### config.mk
export PLATFORM = sky130hd
export DESIGN_NAME = tcc_sqrt
export DESIGN_NICKNAME = d
export VERILOG_FILES = /design/src/rtl/tcc_sqrt.sv
export SDC_FILE = /design/constraint.sdc
export NUM_CORES = 2
export LEC_CHECK = 0
export BUFFER_PORTS_ARGS = -buffer_cell sky130_fd_sc_hd__buf_2
export CAP_MARGIN = 40
export CORE_ASPECT_RATIO = 1.25
export CORE_UTILIZATION = 35
export CTS_CLUSTER_DIAMETER = 80
export DETAILED_ROUTE_END_ITERATION = 8
export GPL_ROUTABILITY_DRIVEN = 0
export PLACE_DENSITY_LB_ADDON = 0.3
export SKIP_LAST_GASP = 1
export SLEW_MARGIN = 10
export SYNTH_ARGS = -nofsm -noshare
export SYNTH_HDL_FRONTEND = slang
export SYNTH_SLANG_ARGS = --single-unit
export TNS_END_PERCENT = 50
### constraint.sdc
create_clock -name i_clk -period 5.6 [get_ports i_clk]
set_input_delay 0.84 -clock i_clk [delete_from_list [all_inputs] [get_ports i_clk]]
set_output_delay 0.84 -clock i_clk [all_outputs]
set_load 0.02 [all_outputs]
### src/rtl/tcc_sqrt.sv
// Pipelined integer floor square root, one result bit per stage, NL lanes in parallel.
// Side data travels with each item. Depends on nothing but its parameters.
module tcc_sqrt #(
    parameter int VW = 32,
    parameter int NL = 2,
    parameter int SW = 1
) (
    input  logic            i_clk,
    input  logic            i_rst_n,
    input  logic            i_en,
    input  logic            i_valid,
    input  logic [SW-1:0]   i_side,
    input  logic [VW-1:0]   i_val [NL],
    output logic            o_valid,
    output logic [SW-1:0]   o_side,
    output logic [VW/2-1:0] o_root [NL]
);
    localparam int STEPS = VW / 2;

    logic [VW-1:0]    r_v    [STEPS][NL];
    logic [VW-1:0]    r_r    [STEPS][NL];
    logic [VW-1:0]    n_v    [STEPS][NL];
    logic [VW-1:0]    n_r    [STEPS][NL];
    logic [SW-1:0]    r_side [STEPS];
    logic [STEPS-1:0] r_valid;

    always_comb begin
        logic [VW-1:0] pv;
        logic [VW-1:0] pr;
        logic [VW-1:0] sum;
        logic [VW-1:0] bitv;
        for (int k = 0; k < STEPS; k++) begin
            bitv = VW'(1) << (VW - 2 - 2 * k);
            for (int l = 0; l < NL; l++) begin
                if (k == 0) begin
                    pv = i_val[l];
                    pr = '0;
                end else begin
                    pv = r_v[k-1][l];
                    pr = r_r[k-1][l];
                end
                sum = pr + bitv;
                if (pv >= sum) begin
                    n_v[k][l] = pv - sum;
                    n_r[k][l] = (pr >> 1) + bitv;
                end else begin
                    n_v[k][l] = pv;
                    n_r[k][l] = pr >> 1;
                end
            end
        end
    end

    always_ff @(posedge i_clk) begin
        if (!i_rst_n) begin
            r_valid <= '0;
        end else if (i_en) begin
            r_valid <= {r_valid[STEPS-2:0], i_valid};
        end
    end

    always_ff @(posedge i_clk) begin
        if (i_en) begin
            for (int k = 0; k < STEPS; k++) begin
                r_v[k] <= n_v[k];
                r_r[k] <= n_r[k];
                r_side[k] <= (k == 0) ? i_side : r_side[k-1];
            end
        end
    end

    always_comb begin
        for (int l = 0; l < NL; l++) begin
            o_root[l] = r_r[STEPS-1][l][VW/2-1:0];
        end
    end

    assign o_valid = r_valid[STEPS-1];
    assign o_side  = r_side[STEPS-1];

endmodule

==> metrics.log <==
[metrics] top-level port count: 103
[metrics] worst slack at placement: 2090 ps
[metrics] pwr/cell area: 383 mW/mm^2
[metrics] die height: 462 um
[metrics] Final period util: 62.2%
[metrics] starting density of the core: 35.3%
[metrics] max-cap violation count: 0
[metrics] per-instance average area after synthesis: 13.0 um^2
[metrics] total iterations of the first detailed-routing run: 5
[metrics] count of nets after finishing: 5130
[metrics] crit end category: register
[metrics] switching share of power: 25.3%
[metrics] commonest non-fill, non-tap cell in the layout: edfxtp_1
[metrics] number of antenna-violating nets in the routed design: 0
[metrics] number of enable flip-flop cells after synthesis: 1248
[metrics] Synth Warn #: 0
[metrics] Worst Hold Slack: 275 ps
[metrics] overall routing resource usage: 12.2%
[metrics] WL/cell: 14.6 um
[metrics] hold buffer count at CTS: 0
[metrics] slowest stage delay, CP: 660 ps
[metrics] P_sw: 6520 uW
[metrics] count of distinct cell types in the synthesized netlist: 95
[metrics] biggest area contributors in the synthesized netlist: edfxtp_1 63%, ha_1 6.3%, xnor2_1 3.3%
[metrics] IR Drop Worst-Case VDD: 282 uV
[metrics] Worst Setup Slack, final: 2120 ps
[metrics] setup TNS after final layout: 0 ps
[metrics] share of layout cells above drive strength 1: 8.73%
[metrics] syn_nets: 4919
[metrics] number of standard cells in the final layout excluding fillers: 7078
[metrics] count of routing violations after the opening detailed-route iteration: 1589
[metrics] full die area: 0.171 mm^2
[metrics] share of synthesized area occupied by flip-flops and latches: 63.7%
[metrics] total via count after detailed routing: 34500
[metrics] part of the power in registers: 48.9%
[metrics] worst-path cell with the longest stage delay: or3_1
[metrics] Int Power: 19200 uW
[metrics] maximum clock rate: 0.287 GHz
[metrics] Post-CTS Setup Inserts: 0
[metrics] Worst-Margin Slew: 1180 ps
[metrics] clock insertion delay at the later pin of the skew report: 750 ps
[metrics] number of fillers in the final layout: 15600
[metrics] post-CTS resize count: 0
[metrics] final hold violation count: 0
[metrics] post-detailed-route DRC marker count: 0
[metrics] Max Transition Viols Final: 0
[metrics] Placement Rows: 168
[metrics] largest net degree at the start of global routing: 214
[metrics] number of clock sinks seen by CTS: 1264
[metrics] family with the most delay on the worst path: simple AND/OR/NAND/NOR gates
[metrics] biggest fanout along the worst timing path: 21
[metrics] crit path time final: 3480 ps
[metrics] run status: finished, final reports clean
[metrics] Slew headroom: 21.0%
[metrics] port buffer count: 102
[metrics] share of the synthesized area in the top cell type: 63.2%
[metrics] H-tree levels: 4
[metrics] clock tree from TritonCTS: yes
[metrics] Worst-path clk slew: 60 ps
[metrics] drt via density: 4.87
[metrics] top library cells by usage in the layout, fill and taps aside: 1248 x edfxtp_1, 361 x inv_1, 300 x ha_1
[metrics] combinational share of power: 15.4%
[metrics] clock network fraction of total power: 35.7%
[metrics] Critical Setup Path Class: register to register
[metrics] synthesis-stage register bit count: 1264
[metrics] unrepaired setup endpoints after global routing: no
[metrics] synthesized instance count: 4550
[metrics] Sequential Area: 0.0378 mm^2
[metrics] CP Data Required Time: 6090 ps
[metrics] layout overhead on the synthesized area: 13.5%
[metrics] multi-input logic area: 0.0199 mm^2
[metrics] Total Routed Length: 104000 um
[metrics] initial antenna violation count: 0
[metrics] final antenna diode count: 0
[metrics] Setup-failing EPs final: 0
[metrics] crit path cell chain: ha_1 > nor2b_1 > o31ai_1 > a2111oi_0 > or3_1 > nor3b_1 > nand3_1 > xnor2_1
[metrics] horizontal die dimension: 370 um
[metrics] post-synthesis instance area: 0.0593 mm^2
[metrics] cell type with the largest total area after synthesis: edfxtp_1
[metrics] number of buffer and inverter stages on the critical path: 0
[metrics] Cell Count Post-Placement: 6827
[metrics] predominant post-synthesis flop cell: edfxtp_1
[metrics] reported leakage power: 0.0249 uW
[metrics] arrival time worst endpoint: 3970 ps
[metrics] master cell of the clock root buffer: clkbuf_16
[metrics] share of flip-flops with an asynchronous set or reset: 0%
[metrics] number of buffers created by CTS: 142
[metrics] vias in the first global route: 35500
[metrics] global-route wire length before repair: 172000 um
[metrics] total global routing overflow: 0
[metrics] detailed-placement wirelength estimate: 74900 um
[metrics] core area: 0.168 mm^2
[metrics] Hold/Removal Path Class: input port to register
[metrics] maximum count of clock buffers along a single path: 3
[metrics] Worst Clk Skew: 19.6 ps
[metrics] critical path startpoint category: register
[final cells by class]
type / count / area share [%]
multi-input cells: 2855 / 29.5
clock buffers: 176 / 5.67
repair buffers: 135 / 1.34
flip-flops and latches: 1264 / 56.1
inverters: 363 / 2.02
well taps: 2210 / 4.11
clock inverters: 75 / 1.24
[logic make-up (layout without fill, tap and decap cells)]
family,after synthesis,in the layout,share of synthesized area [%]
AO/OA/AOI/OAI,790,790,8.34
XOR/XNOR,391,391,5.77
adder cells (fa/ha/maj),300,300,6.33
buffers and inverters,431,749,2.82
flip-flops,1264,1264,63.7
multiplexers,56,56,1.03
AND/OR/NAND/NOR,1318,1318,12.0
[power groups by stage]
stage | sequential, uW | clock, uW | combinational (uW)
5_1_grt | 12700 | 9820 | 4470
4_1_cts | 12600 | 9490 | 3980
2_1_floorplan | 12600 | 0 | 3010
6_report | 12600 | 9190 | 3970
3_5_place_dp | 12800 | 0 | 3970
3_3_place_gp | 12800 | 0 | 3870
[cell usage after synthesis (12+ instances only)]
library cell / count
nand2_1: 247
buf_2: 14
o21bai_1: 14
mux2_2: 32
or2_2: 16
nand3b_1: 22
xnor2_1: 222
nor4_1: 120
nor2_1: 285
a21boi_0: 14
dfxtp_1: 16
xor2_1: 169
clkbuf_1: 41
or4_1: 37
ha_1: 300
o211ai_1: 29
o21ai_0: 206
and3_1: 20
nor4b_1: 30
a31oi_1: 12
mux2i_1: 21
nand2b_1: 51
nor2b_1: 57
a21oi_1: 241
nand4_1: 57
edfxtp_1: 1248
a211oi_1: 32
o31ai_1: 32
and2_1: 20
nand4b_1: 26
o21a_1: 58
nand3_1: 81
or3_1: 44
a21o_1: 42
nor3_1: 134
inv_1: 361
nor3b_1: 16
[registers in the layout (all words and copies together), names as in the netlist]
register and count:
r_r 272, r_side 16, r_v 960, r_valid 16
[layer usage]
layer,track usage (%),vias to the layer above,part of all wire [%],wire length (um)
met5,0,-,0,0
met4,6.01,0,4.0,4180
met3,2.25,275,3.2,3350
met2,23.3,567,53,54600
met1,12.6,16200,40,41500
li1,-,17500,-,-
[metrics by stage]
step	total power, uW	utilization (%)	instance area, um^2
finish	25800	40.1	67300
detailed placement	16800	37.3	62700
global route	27000	40.1	67300
global placement	16600	37.3	62600
floorplan	15600	-	59300
CTS	26100	40.1	67300
[worst paths after layout]
check | startpoint | to | slack (ps) | cells past startpoint
min reg2reg | r_side[0][2] | r_side[0][3] | 420 | 0
min | i_side | r_side[0][0] | 270 | 1
max | r_v[1][14] | r_v[1][95] | 2120 | 8
max reg2reg | r_v[1][14] | r_v[1][95] | 2120 | 8
[worst reg2reg max path, delay by kind of cell, from the launching register on]
kind,cells,cell delay [ps]
DFF,1,390
xor gates and xnor gates,1,160
adders and majority gates,1,370
AOI/OAI and AO/OA,2,680
and+or+nand+nor,4,1630
(Power assumes the default switching activity.)
