$ cat config.mk
export PLATFORM = sky130hd
export DESIGN_NAME = tcc_div
export DESIGN_NICKNAME = d
export VERILOG_FILES = /design/src/rtl/tcc_pkg.sv /design/src/rtl/tcc_div.sv
export SDC_FILE = /design/constraint.sdc
export NUM_CORES = 2
export LEC_CHECK = 0
export BUFFER_PORTS_ARGS = -buffer_cell sky130_fd_sc_hd__buf_2
export CORE_MARGIN = 2
export CORE_UTILIZATION = 35
export DETAILED_ROUTE_END_ITERATION = 8
export PLACE_DENSITY = 0.57
export RECOVER_POWER = 100
export SYNTH_ARGS = -nofsm -noshare
export SYNTH_HDL_FRONTEND = slang
export SYNTH_SLANG_ARGS = --single-unit
$ cat constraint.sdc
create_clock -name i_clk -period 4.7 [get_ports i_clk]
set_clock_uncertainty 0.2 [all_clocks]
set_input_delay 0.94 -clock i_clk [delete_from_list [all_inputs] [get_ports i_clk]]
set_output_delay 0.94 -clock i_clk [all_outputs]
set_load 0.05 [all_outputs]
$ cat src/rtl/tcc_pkg.sv
// Shared constants and the CORDIC arctangent table for the tilt-compensated compass.
// No dependencies; used by tcc_div, tcc_cordic and the top module under rtl/, not by tcc_sqrt.
package tcc_pkg;

    localparam int SAMPLE_BITS_DEF = 16;
    localparam int Q_BITS          = 16;
    localparam int FRAC            = 15;
    localparam int CORDIC_STEPS    = 18;
    localparam int ANG_BITS        = 27;
    localparam int ANG_FRAC        = 16;
    localparam int TEN_BITS        = 12;
    localparam int ROLL_BITS       = 11;

    localparam logic signed [ANG_BITS-1:0] ANG_180 = 27'sd11796480;
    localparam logic [Q_BITS-1:0]          Q15_MAX = 16'h7FFF;
    localparam logic [31:0]                Q30_ONE = 32'h4000_0000;

    // atan(2^-i) in degrees * 2^16, rounded
    function automatic logic signed [ANG_BITS-1:0] atan_step(input int unsigned i);
        case (i)
            0:       return 27'sd2949120;
            1:       return 27'sd1740967;
            2:       return 27'sd919879;
            3:       return 27'sd466945;
            4:       return 27'sd234379;
            5:       return 27'sd117304;
            6:       return 27'sd58666;
            7:       return 27'sd29335;
            8:       return 27'sd14668;
            9:       return 27'sd7334;
            10:      return 27'sd3667;
            11:      return 27'sd1833;
            12:      return 27'sd917;
            13:      return 27'sd458;
            14:      return 27'sd229;
            15:      return 27'sd115;
            16:      return 27'sd57;
            17:      return 27'sd29;
            default: return '0;
        endcase
    endfunction

endpackage

$ cat src/rtl/tcc_div.sv
// Pipelined restoring divider giving a signed Q1.15 ratio mag / root, saturated to 32767.
// One quotient bit per stage plus a sign stage. Uses tcc_pkg.
module tcc_div #(
    parameter int MW = 16,
    parameter int NL = 2,
    parameter int SW = 1
) (
    input  logic                                i_clk,
    input  logic                                i_rst_n,
    input  logic                                i_en,
    input  logic                                i_valid,
    input  logic [SW-1:0]                       i_side,
    input  logic [MW-1:0]                       i_mag [NL],
    input  logic [MW-1:0]                       i_den [NL],
    input  logic [NL-1:0]                       i_neg,
    output logic                                o_valid,
    output logic [SW-1:0]                       o_side,
    output logic signed [tcc_pkg::Q_BITS-1:0]   o_q [NL]
);
    localparam int QB    = tcc_pkg::Q_BITS;
    localparam int STEPS = QB;
    localparam int RW    = MW + QB;

    logic [RW-1:0]         r_rem [STEPS][NL];
    logic [QB-1:0]         r_q   [STEPS][NL];
    logic [MW-1:0]         r_den [STEPS][NL];
    logic [RW-1:0]         n_rem [STEPS][NL];
    logic [QB-1:0]         n_q   [STEPS][NL];
    logic [NL-1:0]         r_neg [STEPS];
    logic [SW-1:0]         r_side [STEPS+1];
    logic [STEPS:0]        r_valid;
    logic signed [QB-1:0]  r_out [NL];
    logic signed [QB-1:0]  n_out [NL];

    always_comb begin
        logic [RW-1:0] pr;
        logic [QB-1:0] pq;
        logic [MW-1:0] pd;
        logic [RW-1:0] d;
        for (int k = 0; k < STEPS; k++) begin
            for (int l = 0; l < NL; l++) begin
                if (k == 0) begin
                    pr = RW'(i_mag[l]) << tcc_pkg::FRAC;
                    pq = '0;
                    pd = i_den[l];
                end else begin
                    pr = r_rem[k-1][l];
                    pq = r_q[k-1][l];
                    pd = r_den[k-1][l];
                end
                d = RW'(pd) << (STEPS - 1 - k);
                if (pr >= d) begin
                    n_rem[k][l] = pr - d;
                    n_q[k][l]   = {pq[QB-2:0], 1'b1};
                end else begin
                    n_rem[k][l] = pr;
                    n_q[k][l]   = {pq[QB-2:0], 1'b0};
                end
            end
        end
    end

    always_comb begin
        logic [QB-1:0] qs;
        for (int l = 0; l < NL; l++) begin
            qs = r_q[STEPS-1][l][QB-1] ? tcc_pkg::Q15_MAX : r_q[STEPS-1][l];
            n_out[l] = r_neg[STEPS-1][l] ? -$signed(qs) : $signed(qs);
        end
    end

    always_ff @(posedge i_clk) begin
        if (!i_rst_n) begin
            r_valid <= '0;
        end else if (i_en) begin
            r_valid <= {r_valid[STEPS-1:0], i_valid};
        end
    end

    always_ff @(posedge i_clk) begin
        if (i_en) begin
            for (int k = 0; k < STEPS; k++) begin
                r_rem[k] <= n_rem[k];
                r_q[k]   <= n_q[k];
                for (int l = 0; l < NL; l++) begin
                    r_den[k][l] <= (k == 0) ? i_den[l] : r_den[k-1][l];
                end
                r_neg[k] <= (k == 0) ? i_neg : r_neg[k-1];
            end
            for (int k = 0; k <= STEPS; k++) begin
                r_side[k] <= (k == 0) ? i_side : r_side[k-1];
            end
            r_out <= n_out;
        end
    end

    assign o_valid = r_valid[STEPS];
    assign o_side  = r_side[STEPS];
    assign o_q     = r_out;

endmodule

==> summary.txt <==
Run status
  • Outcome: finished, violations left
  • Failing checks: capacitance limit, slew limit

Synth
  • Mapped Cells: 7002
  • Simple-Gate Fraction of Synth Area: 10.9%
  • Top cells by area, synth: edfxtp_1 (57%), ha_1 (7.8%), xnor2_1 (3.6%)
  • Synth Area in Adders: 8.51%
  • Yosys top cell by area: edfxtp_1
  • Synth Flop Type: edfxtp_1
  • Yosys warning count: 0
  • Post-synth top area share: 56.7%
  • Sequential area share after synthesis: 57.1%
  • Synthesized Nets: 7615
  • Flops & latches, synth: 1570
  • Count leader, synth: edfxtp_1
  • Async set-or-reset flop fraction in the synthesized netlist: 0%
  • Synth cell types: 82
  • Post-Synth XOR/XNOR Area: 6.41%
  • Post-synth EDFFs: 1553
  • Mux contribution to synthesized area: 2.16%
  • Most frequent cells after synthesis: edfxtp_1 (1553), inv_1 (652), ha_1 (512)
  • Mapped cell area: 82300 sq um
  • Main combinational cell family by area after synthesis: compound AO/OA/AOI/OAI gates
  • Syn avg cell area: 11.8 sq um
  • Synth Area in Compound Gates: 11.4%

Flow run
  • Max-cap violations: 1

Clocking
  • Number of clock sinks: 1570
  • Hold_buf cts: 0
  • PostCTS Resize Cnt: 0
  • CTS tree: built
  • CTS H-Tree Depth: 4
  • CTS Buf Count: 174
  • Post-CTS Setup Inserts: 0
  • Clock slew at reported path FFs: 0.06 ns
  • Clk Latency, worst-skew pair: 0.80 ns
  • Max Buffers Root-to-Sink: 3
  • Clock root cell: clkbuf_16

Route
  • Via count: 51700
  • DR DRC count: 0
  • DR pass1 iterations: 6
  • First DRT Iteration DRCs: 3049
  • Post-route ant nets: 0
  • Total routed wirelength: 165 mm
  • Via-to-Cell Ratio: 4.92
  • DR WL/cell: 15.6 um

Die
  • Starting Density: 35.1%
  • Die width: 489 um
  • DIE HEIGHT: 489 um
  • Die ar.: 239000 sq um
  • I/O pins: 105
  • Core box area: 235000 sq um
  • FP Rows: 178

Timing
  • Max Clk Rate: 235 MHz
  • Setup ws final: 0.445 ns
  • Max-slew violation count: 96
  • Post-layout minimum cycle time: 4.26 ns
  • Final Hold Vio Count: 0
  • Setup_tns: 0 ns
  • Slew margin rel.: -140%
  • RSZ-0062 raised after global routing: no
  • Crit share post-route: 90.5%
  • Final setup vio count: 0
  • Worst-Margin Slew: 3.60 ns

Critical path
  • CP arrival: 4.58 ns
  • Cell family with most CP delay: compound AO/OA/AOI/OAI gates
  • Crit end category: flop
  • Element type at the critical path start: flop
  • WP buf/inv: 1
  • Reg2reg setup slack: 0.44 ns
  • Critical path's largest stage delay: 0.91 ns
  • Req. time, crit path: 5.03 ns
  • Cell breakdown of the critical path: fa_1, nor2b_1, o31a_1, o21a_1, o211ai_1, a211oi_1, o21ai_0, nand3_1, clkbuf_1, nor4b_1, xor2_1
  • CP Max Fanout: 25
  • Critical path class: flop to flop
  • Crit path max-delay cell type: clkbuf_1

Global routing
  • Total GRT Usage: 13.7%
  • First-pass GRT wire length: 268 mm
  • Antenna violations before repair: 7
  • Overflow after GRT: 0
  • Pin count of the biggest net entering global routing: 115
  • Vias in the first global route: 52300

Layout
  • Fin nets: 7840
  • Area Growth Syn to Fin: 12.2%
  • Ratio of cells with drive above 1 in the final layout: 7.00%

Power
  • P per Cell Area: 554 nW/um^2
  • Leakage: 0.0351 uW
  • Maximum vdd drop: 0.302 mV

Place
  • Port Buffers: 104
  • GP Congestion: 0.885
  • Dpl ws: 0.570 ns
  • Dpl hpwl: 123 mm

Min path
  • Hold/Removal Path Class: primary input to flop
==> layout by cell type, fill, tap and decap left out, types with 35 or more instances in the layout <==
master,count
a211oi_1,40
clkbuf_16,178
clkbuf_1,125
ha_1,512
edfxtp_1,1553
nand2b_1,101
a31oi_1,52
nand2_1,462
nor4_1,57
o21a_1,84
nor3_1,172
nand3_1,117
mux2_2,132
buf_2,41
and3_1,42
a21o_1,134
xnor2_1,340
a21oi_1,481
o31ai_1,44
inv_1,652
clkinv_1,36
nor2b_1,101
xor2_1,262
o21ai_0,385
nor2_1,497
o21bai_1,54
nand4_1,72
or3_1,71
clkinv_2,35
==> metrics by stage <==
stage	std cells	hold slack (ns)	cell area, sq um	utilization, %	power [uW]
global route	10500	0.0420	92300	39.4	54500
floorplan	7002	0.200	82300	-	33600
detailed placement	10200	0.205	87000	37.1	37800
global placement	10200	0.200	87000	37.1	37400
finish	10500	0.105	92300	39.4	51100
CTS	10500	0.0201	92700	39.5	51600
==> flip-flops by register name, summed over array words and instances, names as in the netlist <==
register,cells
r_rem,720
r_den,480
r_q,272
o_q,32
r_neg,32
r_side,17
r_valid,17
==> power breakdown <==
group / internal, uW / switching (uW)
Clock: 8040 / 5450
Combinational: 7260 / 9100
Sequential: 19400 / 1870
Total: 34700 / 16400
==> worst paths after layout <==
kind,cells past startpoint,endpoint,startpoint
setup / recovery,11,r_rem[0][383]$_DFFE_PP_,r_den[4][16]$_DFFE_PP_
hold / removal,1,r_neg[0][0]$_DFFE_PP_,i_neg[0]
setup reg to reg,11,r_rem[0][383]$_DFFE_PP_,r_den[4][16]$_DFFE_PP_
hold reg to reg,0,r_q[0][130]$_DFFE_PP_,r_q[0][97]$_DFFE_PP_
==> cells by family (layout without fill, tap and decap cells) <==
family          Yosys count  count (layout)
simple gates           1842            1842
mux                     160             160
flops                  1570            1570
compound gates         1506            1506
other cells               0               1
xor+xnor                602             602
fa+ha+maj               542             542
buf+inv                 780            1147
==> cell type report <==
cell class / count / area (sq um)
Clock inverter: 109 / 1080
Antenna cell: 1 / 2.50
Fill cell: 22000 / 142000
Tap cell: 3150 / 3940
Clock buffer: 209 / 4590
Timing Repair Buffer: 176 / 911
Sequential cell: 1570 / 47000
Multi-Input combinational cell: 4652 / 32400
Inverter: 653 / 2450
==> layer usage <==
layer,track usage (%),wire length [um],vias to the layer above
li1,-,-,26100
met1,16.2,70600,24300
met2,24.5,82000,985
met3,2.27,5860,361
met4,5.51,6050,4
met5,0,29,-
Power figures use the tool's default switching activity.
